$ cat config.mk
export PLATFORM = sky130hd
export DESIGN_NAME = buzzer_pattern_player
export DESIGN_NICKNAME = d
export VERILOG_FILES = /design/src/sv/bpp_pkg.sv /design/src/sv/bpp_core.sv /design/src/sv/bpp_out_buf.sv /design/src/sv/buzzer_pattern_player.sv
export SDC_FILE = /design/constraint.sdc
export NUM_CORES = 1
export LEC_CHECK = 0
export ABC_AREA = 1
export BUFFER_PORTS_ARGS = -buffer_cell sky130_fd_sc_hd__buf_2
export CAP_MARGIN = 25
export CORE_MARGIN = 1.5
export CORE_UTILIZATION = 63
export DETAILED_ROUTE_END_ITERATION = 8
export GPL_TIMING_DRIVEN = 0
export HOLD_SLACK_MARGIN = 0.15
export PLACE_DENSITY = 0.9
export SLEW_MARGIN = 40
export SYNTH_ARGS = -nofsm -noshare
export SYNTH_HDL_FRONTEND = slang
export SYNTH_SLANG_ARGS = --single-unit
$ cat constraint.sdc
create_clock -name clk -period 7 [get_ports clk]
set_input_delay 1.4 -clock clk [delete_from_list [all_inputs] [get_ports clk]]
set_output_delay 1.4 -clock clk [all_outputs]
set_load 0.05 [all_outputs]
$ cat src/sv/bpp_pkg.sv
`timescale 1ns / 1ps
// Shared types, codes and the duty table for the buzzer pattern player.
// No dependencies; imported by every module of the block.
package bpp_pkg;

  typedef enum logic [1:0] {
    CMD_FAST_TICK    = 2'd0,
    CMD_PATTERN_TICK = 2'd1,
    CMD_START        = 2'd2,
    CMD_STOP         = 2'd3
  } cmd_t;

  localparam logic [2:0] PAT_CHARGE = 3'd0;
  localparam logic [2:0] PAT_ALARM1 = 3'd1;
  localparam logic [2:0] PAT_ALARM2 = 3'd2;
  localparam logic [2:0] PAT_ALARM3 = 3'd3;
  localparam logic [2:0] PAT_HOUR   = 3'd4;

  localparam logic [1:0] REG_PWM_PERIOD      = 2'd0;
  localparam logic [1:0] REG_ALARM_ROUNDS    = 2'd1;
  localparam logic [1:0] REG_STOP_MIN_ROUNDS = 2'd2;

  localparam logic [5:0] PWM_PERIOD_RST      = 6'd25;
  localparam logic [3:0] ALARM_ROUNDS_RST    = 4'd5;
  localparam logic [3:0] STOP_MIN_ROUNDS_RST = 4'd2;

  localparam logic [10:0] CHARGE_END    = 11'd240;
  localparam logic [10:0] HOUR_END      = 11'd100;
  localparam logic [10:0] ALARM_PERIOD  = 11'd800;
  localparam logic [10:0] ALARM3_PERIOD = 11'd1200;
  localparam logic [12:0] PERCENT_SCALE = 13'd100;

  localparam logic [6:0] DUTY_OFF  = 7'd0;
  localparam logic [6:0] DUTY_LOW  = 7'd25;
  localparam logic [6:0] DUTY_MID  = 7'd40;
  localparam logic [6:0] DUTY_HIGH = 7'd60;
  localparam logic [6:0] DUTY_MAX  = 7'd95;

  typedef struct packed {
    logic buzzer_level;
    logic playing;
    logic finished;
  } res_t;

  function automatic logic in_window(input logic [10:0] s, input logic [10:0] lo,
                                     input logic [10:0] hi);
    in_window = (s > lo) && (s < hi);
  endfunction

  // Duty in percent for a pattern at a given step; windows are open intervals.
  function automatic logic [6:0] pick_duty(input logic [2:0] p, input logic [10:0] s);
    logic is_alarm23;
    is_alarm23 = (p == PAT_ALARM2) || (p == PAT_ALARM3);
    pick_duty  = DUTY_OFF;
    if (in_window(s, 11'd0, 11'd100)) begin
      pick_duty = DUTY_LOW;
    end else if (p == PAT_CHARGE) begin
      if (in_window(s, 11'd160, 11'd240)) pick_duty = DUTY_MID;
    end else if (p == PAT_ALARM1) begin
      if (in_window(s, 11'd200, 11'd500)) pick_duty = DUTY_MAX;
    end else if (is_alarm23) begin
      if (in_window(s, 11'd200, 11'd300)) begin
        pick_duty = DUTY_MID;
      end else if (in_window(s, 11'd400, 11'd500)) begin
        pick_duty = DUTY_LOW;
      end else if ((p == PAT_ALARM3) && in_window(s, 11'd600, 11'd700)) begin
        pick_duty = DUTY_HIGH;
      end
    end
  endfunction

endpackage

$ cat src/sv/bpp_core.sv
`timescale 1ns / 1ps
// Pattern sequencer, PWM phase counter and configuration registers.
// Depends on bpp_pkg; computes one result per transfer from the current state.
module bpp_core import bpp_pkg::*; (
  input  logic       clk,
  input  logic       rst_n,
  input  logic       take,
  input  logic [1:0] command,
  input  logic [2:0] pattern,
  input  logic       cfg_we,
  input  logic [1:0] cfg_index,
  input  logic [5:0] cfg_wdata,
  output res_t       res
);

  logic [5:0]  pwm_period_r;
  logic [3:0]  alarm_rounds_r;
  logic [3:0]  stop_min_rounds_r;

  logic [5:0]  pwm_phase_r, pwm_phase_nxt;
  logic [10:0] step_count_r, step_count_nxt;
  logic [3:0]  rounds_done_r, rounds_done_nxt;
  logic [2:0]  cur_pattern_r, cur_pattern_nxt;
  logic        active_r, active_nxt;
  logic        stop_pending_r, stop_pending_nxt;
  logic [6:0]  duty_r, duty_nxt;
  logic        pin_r, pin_nxt;
  logic        finished;

  logic [6:0]  phase_inc;
  logic [12:0] duty_prod;
  logic [12:0] phase_scaled;
  logic [10:0] step_inc;
  logic [10:0] alarm_len;
  logic [3:0]  rounds_inc;
  logic        is_alarm;

  always_comb begin
    phase_inc    = {1'b0, pwm_phase_r} + 7'd1;
    // next phase < floor(duty * period / 100) is the same as 100 * (next phase + 1) <= duty * period.
    duty_prod    = {6'd0, duty_r} * {7'd0, pwm_period_r};
    phase_scaled = ({6'd0, phase_inc} + 13'd1) * PERCENT_SCALE;
    step_inc     = step_count_r + 11'd1;
    alarm_len    = (cur_pattern_r == PAT_ALARM3) ? ALARM3_PERIOD : ALARM_PERIOD;
    is_alarm     = (cur_pattern_r == PAT_ALARM1) || (cur_pattern_r == PAT_ALARM2) ||
                   (cur_pattern_r == PAT_ALARM3);
    rounds_inc   = rounds_done_r + 4'd1;
  end

  always_comb begin
    pwm_phase_nxt    = pwm_phase_r;
    step_count_nxt   = step_count_r;
    rounds_done_nxt  = rounds_done_r;
    cur_pattern_nxt  = cur_pattern_r;
    active_nxt       = active_r;
    stop_pending_nxt = stop_pending_r;
    duty_nxt         = duty_r;
    pin_nxt          = pin_r;
    finished         = 1'b0;
    case (cmd_t'(command))
      CMD_FAST_TICK: begin
        if (active_r) begin
          pin_nxt = phase_scaled <= duty_prod;
          if (phase_inc >= {1'b0, pwm_period_r}) begin
            pwm_phase_nxt = 6'd0;
          end else begin
            pwm_phase_nxt = phase_inc[5:0];
          end
        end
      end
      CMD_PATTERN_TICK: begin
        if (active_r) begin
          step_count_nxt = step_inc;
          duty_nxt       = pick_duty(cur_pattern_r, step_inc);
          if (!is_alarm) begin
            finished = (cur_pattern_r == PAT_CHARGE) ? (step_inc >= CHARGE_END)
                                                     : (step_inc >= HOUR_END);
          end else begin
            if (step_inc >= alarm_len) begin
              step_count_nxt  = 11'd0;
              rounds_done_nxt = rounds_inc;
            end
            finished = (rounds_done_nxt == alarm_rounds_r) ||
                       (stop_pending_r && (rounds_done_nxt > stop_min_rounds_r));
          end
          if (finished) begin
            active_nxt       = 1'b0;
            stop_pending_nxt = 1'b0;
            duty_nxt         = DUTY_OFF;
            step_count_nxt   = 11'd0;
            rounds_done_nxt  = 4'd0;
            pin_nxt          = 1'b0;
          end
        end
      end
      CMD_START: begin
        if (pattern <= PAT_HOUR) begin
          cur_pattern_nxt  = pattern;
          active_nxt       = 1'b1;
          stop_pending_nxt = 1'b0;
          duty_nxt         = DUTY_OFF;
          step_count_nxt   = 11'd0;
          rounds_done_nxt  = 4'd0;
          pin_nxt          = 1'b0;
        end
      end
      CMD_STOP: begin
        if (active_r && is_alarm) stop_pending_nxt = 1'b1;
      end
      default: begin
      end
    endcase
  end

  always_comb begin
    res.buzzer_level = active_nxt && pin_nxt;
    res.playing      = active_nxt;
    res.finished     = finished;
  end

  always_ff @(posedge clk) begin
    if (!rst_n) begin
      pwm_period_r      <= PWM_PERIOD_RST;
      alarm_rounds_r    <= ALARM_ROUNDS_RST;
      stop_min_rounds_r <= STOP_MIN_ROUNDS_RST;
    end else if (cfg_we) begin
      case (cfg_index)
        REG_PWM_PERIOD:      pwm_period_r      <= cfg_wdata;
        REG_ALARM_ROUNDS:    alarm_rounds_r    <= cfg_wdata[3:0];
        REG_STOP_MIN_ROUNDS: stop_min_rounds_r <= cfg_wdata[3:0];
        default: begin
        end
      endcase
    end
  end

  always_ff @(posedge clk) begin
    if (!rst_n) begin
      pwm_phase_r    <= 6'd0;
      step_count_r   <= 11'd0;
      rounds_done_r  <= 4'd0;
      cur_pattern_r  <= PAT_CHARGE;
      active_r       <= 1'b0;
      stop_pending_r <= 1'b0;
      duty_r         <= DUTY_OFF;
      pin_r          <= 1'b0;
    end else if (take) begin
      pwm_phase_r    <= pwm_phase_nxt;
      step_count_r   <= step_count_nxt;
      rounds_done_r  <= rounds_done_nxt;
      cur_pattern_r  <= cur_pattern_nxt;
      active_r       <= active_nxt;
      stop_pending_r <= stop_pending_nxt;
      duty_r         <= duty_nxt;
      pin_r          <= pin_nxt;
    end
  end

endmodule

$ cat src/sv/bpp_out_buf.sv
`timescale 1ns / 1ps
// Two-entry result buffer: an output register and a skid register.
// Depends on bpp_pkg for the result type.
module bpp_out_buf import bpp_pkg::*; (
  input  logic clk,
  input  logic rst_n,
  input  logic push,
  input  res_t push_data,
  output logic full,
  output logic out_valid,
  input  logic out_stall,
  output res_t out_data
);

  logic out_valid_r, out_valid_nxt;
  logic skid_valid_r, skid_valid_nxt;
  res_t out_r, out_nxt;
  res_t skid_r, skid_nxt;
  logic pop;

  assign pop = out_valid_r && !out_stall;

  always_comb begin
    out_nxt        = out_r;
    skid_nxt       = skid_r;
    out_valid_nxt  = out_valid_r;
    skid_valid_nxt = skid_valid_r;
    if (pop || !out_valid_r) begin
      // The skid entry is older than any new transfer, so it drains first.
      out_nxt        = skid_valid_r ? skid_r : push_data;
      out_valid_nxt  = skid_valid_r || push;
      skid_valid_nxt = 1'b0;
    end else if (push) begin
      skid_nxt       = push_data;
      skid_valid_nxt = 1'b1;
    end
  end

  always_ff @(posedge clk) begin
    if (!rst_n) begin
      out_valid_r  <= 1'b0;
      skid_valid_r <= 1'b0;
    end else begin
      out_valid_r  <= out_valid_nxt;
      skid_valid_r <= skid_valid_nxt;
    end
  end

  always_ff @(posedge clk) begin
    out_r  <= out_nxt;
    skid_r <= skid_nxt;
  end

  assign full      = skid_valid_r;
  assign out_valid = out_valid_r;
  assign out_data  = out_r;

endmodule

$ cat src/sv/buzzer_pattern_player.sv
`timescale 1ns / 1ps
// Buzzer pattern player: one command per transfer in, one pin/status result out.
// Depends on bpp_pkg, bpp_core and bpp_out_buf.
//
// The block takes one command in every clock cycle while in_stall is low, and
// its result is registered into the output buffer; the pattern state and the PWM
// phase are updated at the same clock edge, so commands may follow one another with no gap. A
// two-entry output buffer holds results while out_stall is high, and in_stall
// rises only once both entries are full. Configuration takes effect on the
// next command; write it while no result is outstanding.
module buzzer_pattern_player import bpp_pkg::*; (
  input  logic       clk,
  input  logic       rst_n,
  input  logic       in_valid,
  output logic       in_stall,
  input  logic [1:0] in_command,
  input  logic [2:0] in_pattern,
  output logic       out_valid,
  input  logic       out_stall,
  output logic       out_buzzer_level,
  output logic       out_playing,
  output logic       out_finished,
  input  logic       cfg_we,
  input  logic [1:0] cfg_index,
  input  logic [5:0] cfg_wdata
);

  logic take;
  logic buf_full;
  res_t core_res;
  res_t out_res;

  assign in_stall = buf_full;
  assign take     = in_valid && !buf_full;

  bpp_core u_core (
    .clk       (clk),
    .rst_n     (rst_n),
    .take      (take),
    .command   (in_command),
    .pattern   (in_pattern),
    .cfg_we    (cfg_we),
    .cfg_index (cfg_index),
    .cfg_wdata (cfg_wdata),
    .res       (core_res)
  );

  bpp_out_buf u_out_buf (
    .clk       (clk),
    .rst_n     (rst_n),
    .push      (take),
    .push_data (core_res),
    .full      (buf_full),
    .out_valid (out_valid),
    .out_stall (out_stall),
    .out_data  (out_res)
  );

  assign out_buzzer_level = out_res.buzzer_level;
  assign out_playing      = out_res.playing;
  assign out_finished     = out_res.finished;

endmodule

==> flow_metrics.tcl, run 1 <==
set metrics [dict create \
    viasPerCell 5.51 \
    dieArea_um2 9490 \
    drv_slew 0 \
    hp-class "reg2reg" \
    hp-start "u_core.stop_pending_r$_SDFFE_PN0P_" \
    io_pins 23 \
    final_nets 927 \
    cts_resized 0 \
    postCtsSetupBuffers 0 \
    slew_headroom_pct 54.2 \
    wl_per_cell_um 13.8 \
    ys_async_sr_fraction_pct 0 \
    drt_iter0_markers 298 \
    yosysUniqueCellTypes 47 \
    syn_area_um2 5620 \
    clkTransAtPathRegs_ps 110 \
    synth-seq-cells 55 \
    finalCritPeriodShare_pct 84.5 \
    r2r-end "u_out_buf.out_data[2]$_DFFE_PP_" \
    synthFlopType "dfxtp_1" \
    cp_max_fo 8 \
    setup_viol 0 \
    core-area_um2 8680 \
    end_kind "flop" \
    r2r_cells 26 \
    dp_slack_ps 1150 \
    drive_gt1_share_pct 8.79 \
    cts_made_buffers 5 \
    maxCapViolCount 0 \
    reg2reg_from "u_core.pwm_phase_r[0]$_SDFFE_PN0P_" \
    rsz0062_at_grt "false" \
    yosys.area.top_type_share_pct 17.5 \
    synth_most_common_cell "nand2_1" \
    overflow 0 \
    synth_sequential_area_ratio_pct 20.7 \
    drc 0 \
    avgSynthCellArea_um2 7.22 \
    min_delay_path_depth 2 \
    crit_type "reg2reg" \
    area_delta_synth_final_pct 6.08 \
    clockBufferDepth 2 \
    syn_nets 898 \
    powerDensity_nw_per_um2 115 \
    cp.required_ps 7100 \
    tightestPinTransition_ps 687 \
    setup_slack_ps 1080 \
    reg2reg_setup_slack_ps 1080 \
    fmax_mhz 169 \
    clock_sinks 55 \
    multi_input_comb_area_um2 3800 \
    grt_usage_pct 27.4 \
    antenna_found_initial 0 \
    synth_common_cells "nand2_1 (162), inv_1 (161), ha_1 (78), a21oi_1 (54), nand3_1 (53)" \
    port-buffer-count 22 \
    fin_skew_ps 12.2 \
    start_kind "flop" \
    fin_cells 916 \
    yosysWarnings 0 \
    clkLatencyLatePin_ps 330 \
    setup_tns_ps 0 \
    final_antenna_net_count 0 \
    worstPathArrival_ps 6010 \
    initial_core_util_pct 64.7 \
    p_leak_nw 3.22 \
    ff_latch_area_um2 1160 \
    hold_buffers 0 \
    final_util_pct 68.7 \
    drt_pre_antenna_iters 5 \
    dp.cells 908 \
    cts_root_buf "clkbuf_8" \
    synth_top_cell_by_area "dfxtp_1" \
    htree_num_levels 2 \
    holdPathEnd "u_core.stop_pending_r$_SDFFE_PN0P_" \
    period_needed_ps 5920 \
    globalplace.congestion 0.958 \
    vias 5051 \
    peakVddDrop_mv 0.117 \
    synthCells 778 \
    cts_tree "built" \
    die_y_um 97.4 \
    num_antenna_cells 0 \
    synth_edf_count 6 \
    grt_pass1_wl_um 21600 \
    grt_max_degree 20 \
    place_hpwl_um 10500 \
    rows 34 \
    status "finished clean" \
    first_global_vias 5044 \
    routed_wl_um 12600 \
    power_mw 0.682 \
    die_w_um 97.4 \
    synth_area_leaders "dfxtp_1 (17%), ha_1 (17%), nand2_1 (11%)" \
    timing.final.hold_violations 0 \
    n_fill_cell 705 \
]
## cell type report
type / instances / area share, %
Buffer: 7 / 0.651
Inverter: 163 / 10.3
Clock inverter: 3 / 0.462
Tap cell: 108 / 2.27
Timing Repair Buffer: 22 / 1.85
Sequential cell: 55 / 19.5
Clock buffer: 5 / 1.15
Multi-Input combinational cell: 553 / 63.9
## per-stage QoR
step	hold WS (ps)	cell area [µm²]
3_3_place_gp	451	5860
6_report	470	5960
3_5_place_dp	456	5860
4_1_cts	473	5960
2_1_floorplan	430	5620
5_1_grt	486	5960
## report_power, final
| group | internal (mW) | total [mW] | switching, mW |
|---|---|---|---|
| combinational | 0.0509 | 0.146 | 0.0955 |
| sequential | 0.331 | 0.344 | 0.0131 |
| clock | 0.0744 | 0.192 | 0.117 |
## state kept, by name, summed over array words and instances, names as in the netlist, 3 cells and up
signal,flops
u_core.cur_pattern_r,3
u_core.rounds_done_r,4
u_core.duty_r,6
u_core.stop_min_rounds_r,4
u_core.step_count_r,11
u_out_buf.skid_r,3
u_core.pwm_period_r,6
u_core.alarm_rounds_r,4
u_core.pwm_phase_r,6
u_out_buf.out_data,3
## cell families after synthesis
kind of cell | count (synthesis) | synth area share [%]
DFF | 55 | 20.7
xor gates and xnor gates | 31 | 5.10
buffers and inverters | 170 | 11.6
other | 1 | 0.0668
adders and majority gates | 102 | 25.9
AOI/OAI and AO/OA | 115 | 11.9
and+or+nand+nor | 304 | 24.7
## metal layers
metal	wire, µm	global-route usage [%]	share of wire (%)	vias up
met5	0	0	0	-
met4	293	9.45	2.3	0
met3	570	3.31	4.5	27
met2	6500	51.9	52	129
met1	5240	31.6	42	2350
li1	-	-	-	2545
## worst max-delay path: stages (launching register included)
cell and delay, ps:
dfxtp_1 530, ha_1 250, xor2_1 380, nand3_1 190, xor2_1 300, ha_1 290
ha_1 280, inv_1 50, fa_1 510, inv_1 50, ha_1 340, a21oi_1 170
o21ai_0 150, a21o_1 190, a21oi_1 150, xor2_1 210, xor2_1 110, ha_1 300
nand2_1 100, nor4_1 320, o21ai_0 160, o2111ai_1 130, nand3_1 160, nand3_1 140
nand2_1 90, nand3_1 100, nand2_1 50
## cells in the final DEF, fill, tap and decap left out, types with 2 or more instances in the layout
cell	Yosys	final
inv_2	2	2
a31oi_1	2	2
a21oi_1	54	54
xnor2_1	14	14
nand2_2	10	10
a21oi_2	8	8
buf_2	1	23
dfxtp_1	49	49
nand2_1	162	162
or2_2	2	2
ha_1	78	78
nand3_2	6	6
clkbuf_1	4	4
nor2_1	44	44
o21ai_0	29	29
nor3_1	7	7
nand3_1	53	53
edfxtp_1	6	6
fa_1	24	24
xor2_1	15	15
nand2_4	4	4
nand3b_1	3	3
clkbuf_8	0	5
o211ai_1	8	8
inv_1	161	161
a211oi_1	3	3
nand4_1	8	8
## how the worst max path moves through the flow
stage | startpoint | end | cells after the start
2_1_floorplan | u_core.pwm_phase_r[0]$_SDFFE_PN0P_ | u_out_buf.out_data[2]$_DFFE_PP_ | 26
5_1_grt | u_core.pwm_phase_r[0]$_SDFFE_PN0P_ | u_out_buf.out_data[2]$_DFFE_PP_ | 26
4_1_cts | u_core.pwm_phase_r[0]$_SDFFE_PN0P_ | u_out_buf.out_data[2]$_DFFE_PP_ | 26
3_5_place_dp | u_core.pwm_phase_r[0]$_SDFFE_PN0P_ | u_out_buf.out_data[2]$_DFFE_PP_ | 26
3_3_place_gp | u_core.pwm_phase_r[0]$_SDFFE_PN0P_ | u_out_buf.out_data[2]$_DFFE_PP_ | 26
6_report | u_core.pwm_phase_r[0]$_SDFFE_PN0P_ | u_out_buf.out_data[2]$_DFFE_PP_ | 26
Power figures use the tool's default switching activity.
==> run 2, diff against run 1 <==
--- a/config.mk
+++ b/config.mk
@@ -5,7 +5,7 @@
 export SDC_FILE = /design/constraint.sdc
 export NUM_CORES = 1
 export LEC_CHECK = 0
-export ABC_AREA = 1
+export ABC_AREA = 0
 export BUFFER_PORTS_ARGS = -buffer_cell sky130_fd_sc_hd__buf_2
 export CAP_MARGIN = 25
 export CORE_MARGIN = 1.5
==> constraint.sdc (replaced) <==
create_clock -name clk -period 6 [get_ports clk]
set_input_delay 1.2 -clock clk [delete_from_list [all_inputs] [get_ports clk]]
set_output_delay 1.2 -clock clk [all_outputs]
set_load 0.05 [all_outputs]
==> run 2 against run 1 <==
Net effect:
- non-clock buffer count is 14 higher
- utilization is 1.9 points higher
- hold slack better by 53 ps
- sequential share of layout area is 0.72 points lower
- sequential power is 13% higher
- sequential cell count stayed put
- cell area is 4.3% higher
- die area is 3.3% higher
==> flow_metrics.tcl, run 2 <==
set metrics [dict create \
    status "finished clean" \
    synth-seq-cells 55 \
    hp-class "reg2reg" \
    fin_area_um2 6210 \
    initial_core_util_pct 65.9 \
    dp_slack_ps -109 \
    slowest_delay_ps 550 \
    synth_common_cells "inv_1 (83), ha_1 (78), nand2_1 (63), dfxtp_1 (49), nor2_1 (45)" \
    maxCapViolCount 0 \
    end_kind "flop" \
    die_y_um 99.0 \
    hold_buffers 0 \
    core-area_um2 8810 \
    globalplace.congestion 0.925 \
    synth_most_common_cell "inv_1" \
    viasPerCell 6.08 \
    final_common_cell "inv_1" \
    slew_headroom_pct 52.0 \
    grt_max_degree 21 \
    cp_max_fo 6 \
    place_hpwl_um 10700 \
    regMostFlops "u_core.step_count_r" \
    largest_reg_flops 11 \
    postCtsSetupBuffers 0 \
    post_dp_cell_area_um2 6050 \
    final_antenna_net_count 0 \
    n_fill_cell 644 \
    dp.cells 817 \
    crit_type "reg2reg" \
    yosysUniqueCellTypes 79 \
    first_global_vias 5111 \
    wl_per_cell_um 16.3 \
    worstPathArrival_ps 5870 \
    dieArea_um2 9800 \
    setup_tns_ps 0 \
    final_nets 836 \
    synthFlopType "dfxtp_1" \
    drv_slew 0 \
    rows 34 \
    io_pins 23 \
    clockBufferDepth 2 \
    synth_area_leaders "dfxtp_1 (17%), ha_1 (17%), fa_1 (8.3%)" \
    clkLatencyLatePin_ps 320 \
    cp.required_ps 6170 \
    fin_skew_ps 14.1 \
    htree_num_levels 2 \
    grt_pass1_wl_um 23000 \
    drc 0 \
    yosysWarnings 0 \
    drive_gt1_share_pct 9.90 \
    fmax_mhz 175 \
    synth_top_cell_by_area "dfxtp_1" \
    avgSynthCellArea_um2 8.45 \
    setup_slack_ps 293 \
    p_leak_nw 2.92 \
    antenna_found_initial 0 \
    cts_made_buffers 5 \
    slowest_stage "fa_1" \
    clock_sinks 55 \
    die_w_um 99.0 \
    drt_iter0_markers 198 \
    cts_tree "built" \
    fin_cells 825 \
    finalCritPeriodShare_pct 95.1 \
    area_delta_synth_final_pct 7.02 \
    cpMostUsedCell "ha_1" \
    setup_viol 0 \
    start_kind "flop" \
    final_cell_mix "inv_1 (83), ha_1 (77), nand2_1 (63)" \
    syn_area_um2 5810 \
    vias 5019 \
    cts_root_buf "clkbuf_8" \
    powerDensity_nw_per_um2 119 \
    period_needed_ps 5710 \
    port-buffer-count 22 \
    synth_sequential_area_ratio_pct 20.0 \
    peakVddDrop_mv 0.131 \
    ys_async_sr_fraction_pct 0 \
    grt_usage_pct 28.5 \
    syn_nets 807 \
    synth_edf_count 6 \
    yosys.area.top_type_share_pct 16.9 \
    routed_wl_um 13400 \
    overflow 0 \
    cp_cell_sequence "ha_2, nand3_1, xnor2_2, xor2_1, ha_1, ha_1, inv_1, fa_1, inv_1, ha_1, inv_1, nor2_1, nor2_1, o21bai_1, a21oi_1, xnor2_1, xnor2_1, ha_1, a211o_1, o31a_1, nor4b_4, nor2_1, a221oi_2" \
    synthCells 687 \
    timing.final.hold_violations 0 \
    drt_pre_antenna_iters 5 \
    num_antenna_cells 0 \
    clkTransAtPathRegs_ps 120 \
    tightestPinTransition_ps 718 \
]
[run 2: worst max-delay path, delay by kind of cell, from the launching register on]
| kind | cells | cell delay, ps |
|---|---|---|
| buf+inv | 3 | 200 |
| xor+xnor | 4 | 980 |
| fa+ha+maj | 6 | 2080 |
| flops | 1 | 450 |
| simple gates | 5 | 770 |
| compound gates | 5 | 1080 |
[run 2: cells by family (layout without fill, tap and decap cells)]
family / after synthesis / after routing / share of synthesized area (%)
and+or+nand+nor: 226 / 226 / 20.3
xor gates and xnor gates: 43 / 43 / 6.94
adders and majority gates: 102 / 102 / 25.1
DFF: 55 / 55 / 20.0
other: 1 / 1 / 0.0646
AOI/OAI and AO/OA: 140 / 140 / 17.3
buffers and inverters: 104 / 134 / 7.43
muxes: 16 / 16 / 2.84
[run 2: final timing paths]
path,from,endpoint,slack [ps],cells past startpoint
hold / removal,u_core.stop_min_rounds_r[3]$_SDFFE_PN0P_,u_core.stop_min_rounds_r[3]$_SDFFE_PN0P_,520,2
setup / recovery,u_core.pwm_phase_r[1]$_SDFFE_PN0P_,u_out_buf.out_data[2]$_DFFE_PP_,290,23
hold reg to reg,u_core.stop_min_rounds_r[3]$_SDFFE_PN0P_,u_core.stop_min_rounds_r[3]$_SDFFE_PN0P_,520,2
setup reg to reg,u_core.pwm_phase_r[1]$_SDFFE_PN0P_,u_out_buf.out_data[2]$_DFFE_PP_,290,23
[run 2: through the flow]
step           util (%)  total power, mW  hold slack (ps)
2_1_floorplan         -            0.480              463
3_3_place_gp       68.7            0.510              482
3_5_place_dp       68.7            0.517              497
4_1_cts            69.9            0.739              517
5_1_grt            70.6            0.769              555
6_report           70.6            0.739              523
[run 2: power breakdown]
group          leakage (nW)  switching (mW)  internal, mW
clock                0.0522           0.139        0.0891
combinational          2.41          0.0773        0.0448
sequential            0.460         0.00942         0.380
[run 2: routing by layer]
layer	vias to the layer above	share of wire [%]	GRT usage, %
met5	-	0	0
met4	0	2.5	8.90
met3	36	6.1	3.69
met2	156	51	52.8
met1	2361	41	34.0
li1	2466	-	-
[run 2: cell type report]
| cell class | count | area, µm² | area share [%] |
|---|---|---|---|
| Buffer | 21 | 120 | 1.93 |
| Timing Repair Buffer | 22 | 110 | 1.77 |
| Clock buffer | 5 | 68.8 | 1.11 |
| Tap cell | 108 | 135 | 2.17 |
| Clock inverter | 3 | 31.3 | 0.503 |
| Multi-Input combinational cell | 528 | 4270 | 68.7 |
| Sequential cell | 55 | 1170 | 18.8 |
| Inverter | 83 | 312 | 5.01 |
[run 2: repair_timing]
| action | CTS | global route |
|---|---|---|
| endpoints found under the setup margin | 3 | 18 |
| resized for setup | 2 | 10 |
| pin swaps | 0 | 0 |
